[src/rtl/mfc_pkg.sv]
// Shared types, constants and helpers for the magnetometer frame calibrator.
package mfc_pkg;

    localparam int Sensors     = 9;
    localparam int CalFrames   = 20;
    localparam int BufferLimit = 512;
    localparam int NumVal      = Sensors * 3;
    localparam int PayloadLen  = Sensors * 12;
    localparam int NumCoef     = Sensors * 9;
    localparam logic [31:0] Trailer = 32'hDEADBEEF;

    localparam int ValW = $clog2(NumVal);
    localparam int PayW = $clog2(PayloadLen);
    localparam int CoefW = $clog2(NumCoef);

    typedef struct packed {
        logic        req_type;
        logic [7:0]  data_byte;
        logic [6:0]  coef_index;
        logic signed [15:0] coef_value;
    } in_word_t;

    typedef struct packed {
        logic [3:0]  sensor_index;
        logic [1:0]  axis;
        logic signed [31:0] field_value;
        logic        last;
    } out_word_t;

    typedef enum logic [3:0] {
        ST_IDLE,
        ST_CONV_RD,
        ST_CONV_ACC,
        ST_DIV,
        ST_ROT_RD,
        ST_ROT_MAC,
        ST_ROT_OUT,
        ST_EMIT
    } state_t;

    // Float bits to signed Q23.8: truncate, saturate, NaN and subnormals to zero.
    function automatic logic signed [31:0] float_to_q8(input logic [31:0] bits);
        logic [7:0]  e;
        logic [23:0] m;
        logic [31:0] mag;
        logic        neg;
        logic [4:0]  sh;
        logic signed [31:0] r;
        e   = bits[30:23];
        neg = bits[31];
        m   = {1'b1, bits[22:0]};
        mag = '0;
        sh  = '0;
        r   = '0;
        if (e == 8'hFF) begin
            if (bits[22:0] != '0) r = '0;
            else r = neg ? 32'sh8000_0000 : 32'sh7FFF_FFFF;
        end else if (e == 8'h00) begin
            r = '0;
        end else if (e >= 8'd150) begin
            r = neg ? 32'sh8000_0000 : 32'sh7FFF_FFFF;
        end else if (e >= 8'd142) begin
            sh  = 5'(e - 8'd142);
            mag = {8'd0, m} << sh;
            r   = neg ? -$signed(mag) : $signed(mag);
        end else if (e <= 8'd117) begin
            r = '0;
        end else begin
            sh  = 5'(8'd142 - e);
            mag = {8'd0, m >> sh};
            r   = neg ? -$signed(mag) : $signed(mag);
        end
        return r;
    endfunction

endpackage

[src/rtl/mfc_mac.sv]
// Shared multiply-accumulate unit: one 33x16 product per cycle into a wide accumulator.
module mfc_mac
    import mfc_pkg::*;
(
    input  logic               clk,
    input  logic               rst_n,
    input  logic               clear,
    input  logic               en,
    input  logic signed [32:0] a,
    input  logic signed [15:0] b,
    output logic signed [51:0] acc
);
    logic signed [48:0] prod_reg, prod_next;
    logic               pv_reg, pv_next;
    logic signed [51:0] acc_reg, acc_next;

    always_comb
    begin
        prod_next = a * b;
        pv_next   = en;
        acc_next  = acc_reg;
        if (clear)
            acc_next = '0;
        else if (pv_reg)
            acc_next = acc_reg + 52'(prod_reg);
    end

    always_ff @(posedge clk or negedge rst_n)
    begin
        if (!rst_n)
        begin
            pv_reg  <= 1'b0;
            acc_reg <= '0;
        end
        else
        begin
            pv_reg  <= pv_next;
            acc_reg <= acc_next;
        end
    end

    always_ff @(posedge clk)
    begin
        prod_reg <= prod_next;
    end

    assign acc = acc_reg;
endmodule

[config.mk]
export PLATFORM = sky130hd
export DESIGN_NAME = mfc_mac
export DESIGN_NICKNAME = d
export VERILOG_FILES = /design/src/rtl/mfc_pkg.sv /design/src/rtl/mfc_mac.sv
export SDC_FILE = /design/constraint.sdc
export NUM_CORES = 2
export LEC_CHECK = 0
export BUFFER_PORTS_ARGS = -buffer_cell sky130_fd_sc_hd__buf_2
export CAP_MARGIN = 20
export CORE_UTILIZATION = 40
export CTS_CLUSTER_SIZE = 16
export DETAILED_ROUTE_END_ITERATION = 10
export SLEW_MARGIN = 20
export SYNTH_ARGS = -nofsm -noshare
export SYNTH_HDL_FRONTEND = slang
export SYNTH_SLANG_ARGS = --single-unit
[constraint.sdc]
create_clock -name clk -period 4.2 [get_ports clk]
set_input_delay 0.84 -clock clk [delete_from_list [all_inputs] [get_ports clk]]
set_output_delay 0.84 -clock clk [all_outputs]
set_load 0.01 [all_outputs]
==> results.cfg <==
[status]
status = finished with violations
violations = setup timing

[setup_path]
crit_fanout = 9
endpoint_kind = register
r2r_end = acc[48]
crit_path_cell_trace = buf_8 -> buf_4 -> nand2_1 -> fa_2 -> fa_1 -> fa_2 -> inv_1 -> fa_2 -> fa_1 -> inv_2 -> fa_1 -> inv_2 -> ha_4 -> a211oi_4 -> nor2_2 -> o311ai_4 -> buf_4 -> o31ai_4 -> o31ai_4 -> a211oi_4 -> nor3_4 -> or4b_4 -> o211ai_1
r2r-start = acc[0]
critPathMaxStageDelay_ps = 580
crit_required_ps = 4480
ff2ff_path_depth = 11
crit_path_start_kind = primary input
crit_arrival_ps = 6660
crit_slowest_cell = fa_2
path_class = primary input to register
reg2reg_slack_ps = 570

[yosys]
synth_area_um2 = 24300
synthesis.nets = 3461
synth_edf_count = 0
ys_seq_elements = 102
synth_cell_types = 81
ys_warn_count = 0
netlist_instances = 2740
ys.flop_type = dfrtp_1
async_flop_share_pct = 52.0
ys_seq_area_share_pct = 9.48
synth_area_per_cell_um2 = 8.89

[finish]
final_area_um2 = 30300
multi_input_comb_area_um2 = 20600
seq_area_um2 = 2310
fillCellCount = 5576
fin_util_pct = 50.3
drive_gt1_share_pct = 22.9
area_delta_synth_final_pct = 24.5
nets = 3813
largest_reg_flops = 52

[timing]
finalHoldViolations = 0
post-route-period-util_pct = 152
setup_viol = 41
slew_viol_final = 0
worstMarginPinSlew_ps = 821
min_period_ps = 6370
skew_ps = 8.78
setup_ws_ps = -2170
fmax_mhz = 157
slew_headroom_pct = 45.3
whs_ps = 537
grt_setup_unrepaired = true

[floorplan]
die_area_um2 = 61900
start_util_pct = 40.4
core_area_um2 = 60200
die_width_um = 249
rows = 90
io-pin-count = 105
die_h_um = 249

[grt]
grt.total_usage_pct = 21.5
grt_pass1_wl_mm = 108
grt_pass1_vias = 20900
overflow = 0
grt_max_degree = 38
antenna_found_initial = 1

[min_path]
hp-start = acc[44]
whs_endpoint = acc[44]
holdCritPathClass = register to register
whs_path_depth = 1

[cts]
clockRootBuffer = clkbuf_16
clock_latency_ps = 360
cts_hold_buffers = 0
cts_buffers = 9
cts_buffer_depth = 2
cts.clk_slew.worst_paths_ps = 70
cts_tree = yes
cts_sinks = 102
htree_levels = 3

[placed_design]
io_buffers = 104
place_congestion = 0.901
dp_hpwl_mm = 56.7
place_area_um2 = 28100

[detailed_routing]
dr.pass1.iters = 6
antenna_left = 0
via_per_inst = 5.05
post_drt_wl_per_cell_um = 17.1
drcViolationCount = 0
vias = 19600
drt_wl_total_mm = 66.4
drt_iter0_markers = 962

[flow_run]
drv_cap = 0
-- through the flow --
step | setup TNS (ps) | cells | setup slack (ps)
after floorplan | -61020 | 2740 | -2310
after global placement | -89470 | 3813 | -2710
after detailed placement | -90890 | 3813 | -2780
after CTS | -65530 | 3860 | -2180
after global routing | -72410 | 3880 | -2330
final | -66550 | 3880 | -2170
-- kinds of logic (layout without fill, tap and decap cells) --
family                   Yosys count  in the layout  synth area share [%]
AO/OA/AOI/OAI                    331            331                  9.25
XOR/XNOR                          88             88                  3.17
adder cells (fa/ha/maj)          668            668                  49.8
buffers and inverters            696           1053                  10.7
flip-flops                       102            102                  9.48
multiplexers                      32             32                  1.32
other                              0              1                     0
AND/OR/NAND/NOR                  823            823                  16.3
-- how the worst max path moves through the flow --
stage	from	slack, ps	depth (start not counted)	endpoint
floorplan	b[5]	-2310	23	prod_reg[46]
global placement	b[4]	-2710	23	prod_reg[46]
detailed placement	b[1]	-2780	22	prod_reg[46]
CTS	a[20]	-2180	22	prod_reg[45]
global route	b[6]	-2330	24	prod_reg[46]
finish	a[15]	-2170	23	prod_reg[46]
-- cell type report --
class                   instances  share of cell area (%)
clock inverters                 5                   0.202
well taps                     782                    3.23
inverters                     584                    7.23
diodes                          1                 0.00826
clock buffers                  11                   0.838
flip-flops and latches        102                    7.62
multi-input cells            1942                    68.1
repair buffers                453                    12.8
-- synthesized netlist by cell type, types with 4 or more instances --
master    count  area [um^2]
inv_1       583         2190
fa_1        501        10000
nand2_1     362         1360
and2_1      212         1330
ha_1        167         2090
nor2_1      115          432
clkbuf_1    106          398
a21oi_1     100          500
xnor2_1      61          534
o21ai_0      59          295
dfrtp_1      53         1330
dfxtp_1      49          981
a21o_1       37          278
mux2i_1      31          310
xor2_1       27          236
nand3_1      23          115
nand2b_1     20          125
nor3_1       20          100
a211oi_1     19          143
o211ai_1     17          128
o21bai_1     16          120
nand4_1      14         87.6
and3_1       11         68.8
o21a_1       10         75.1
a31oi_1       8         50.1
nor2b_1       8         50.1
a221o_1       7         70.1
or2_2         6         37.5
or3_1         5         31.3
a211o_1       4         35.0
buf_1         4         15.0
nand4b_1      4         35.0
o2111a_1      4         45.0
o31ai_1       4         30.0
-- layout by cell type (no fill, tap or decap), types with 14 or more instances in the layout --
master,count
inv_1,552
fa_1,479
nand2_1,349
buf_4,279
and2_1,180
ha_1,137
nor2_1,103
a21oi_1,75
buf_2,72
buf_6,66
dfrtp_1,52
dfxtp_1,49
o21ai_0,47
xnor2_1,46
a21o_1,37
inv_2,32
and2_4,32
mux2i_1,31
ha_4,28
xor2_1,27
fa_2,22
buf_12,20
nand2b_1,19
nand3_1,19
nor3_1,18
o211ai_1,17
a21oi_2,16
xnor2_2,15
a211oi_1,15
nand4_1,14
o21bai_1,14
-- worst max-delay path: cells and delay by family --
family	cells	cell delay, ps
adder cells (fa/ha/maj)	7	3190
AND/OR/NAND/NOR	4	840
buffers and inverters	6	560
AO/OA/AOI/OAI	6	1220
-- timing repair --
action                     in CTS  in global routing
buffers inserted               31                 21
gates cloned                    0                  3
hold endpoints to repair        0                  0
pin swaps                      85                114
setup endpoints to repair      43                 43
gates resized for setup       190                155
-- metal layers --
layer  wire length, um  global-route usage (%)  up-vias  part of all wire [%]
li1                  -                       -     9083                     -
met2             31000                    35.2      482                    47
met5                 0                       0        -                     0
met3              3000                    1.83       59                   4.5
met4              1020                    4.05        0                   1.5
met1             31400                    31.2     9952                    47
Power is not shown: default switching activity piles up to over one toggle a cycle in this logic, so the estimate is an artifact.
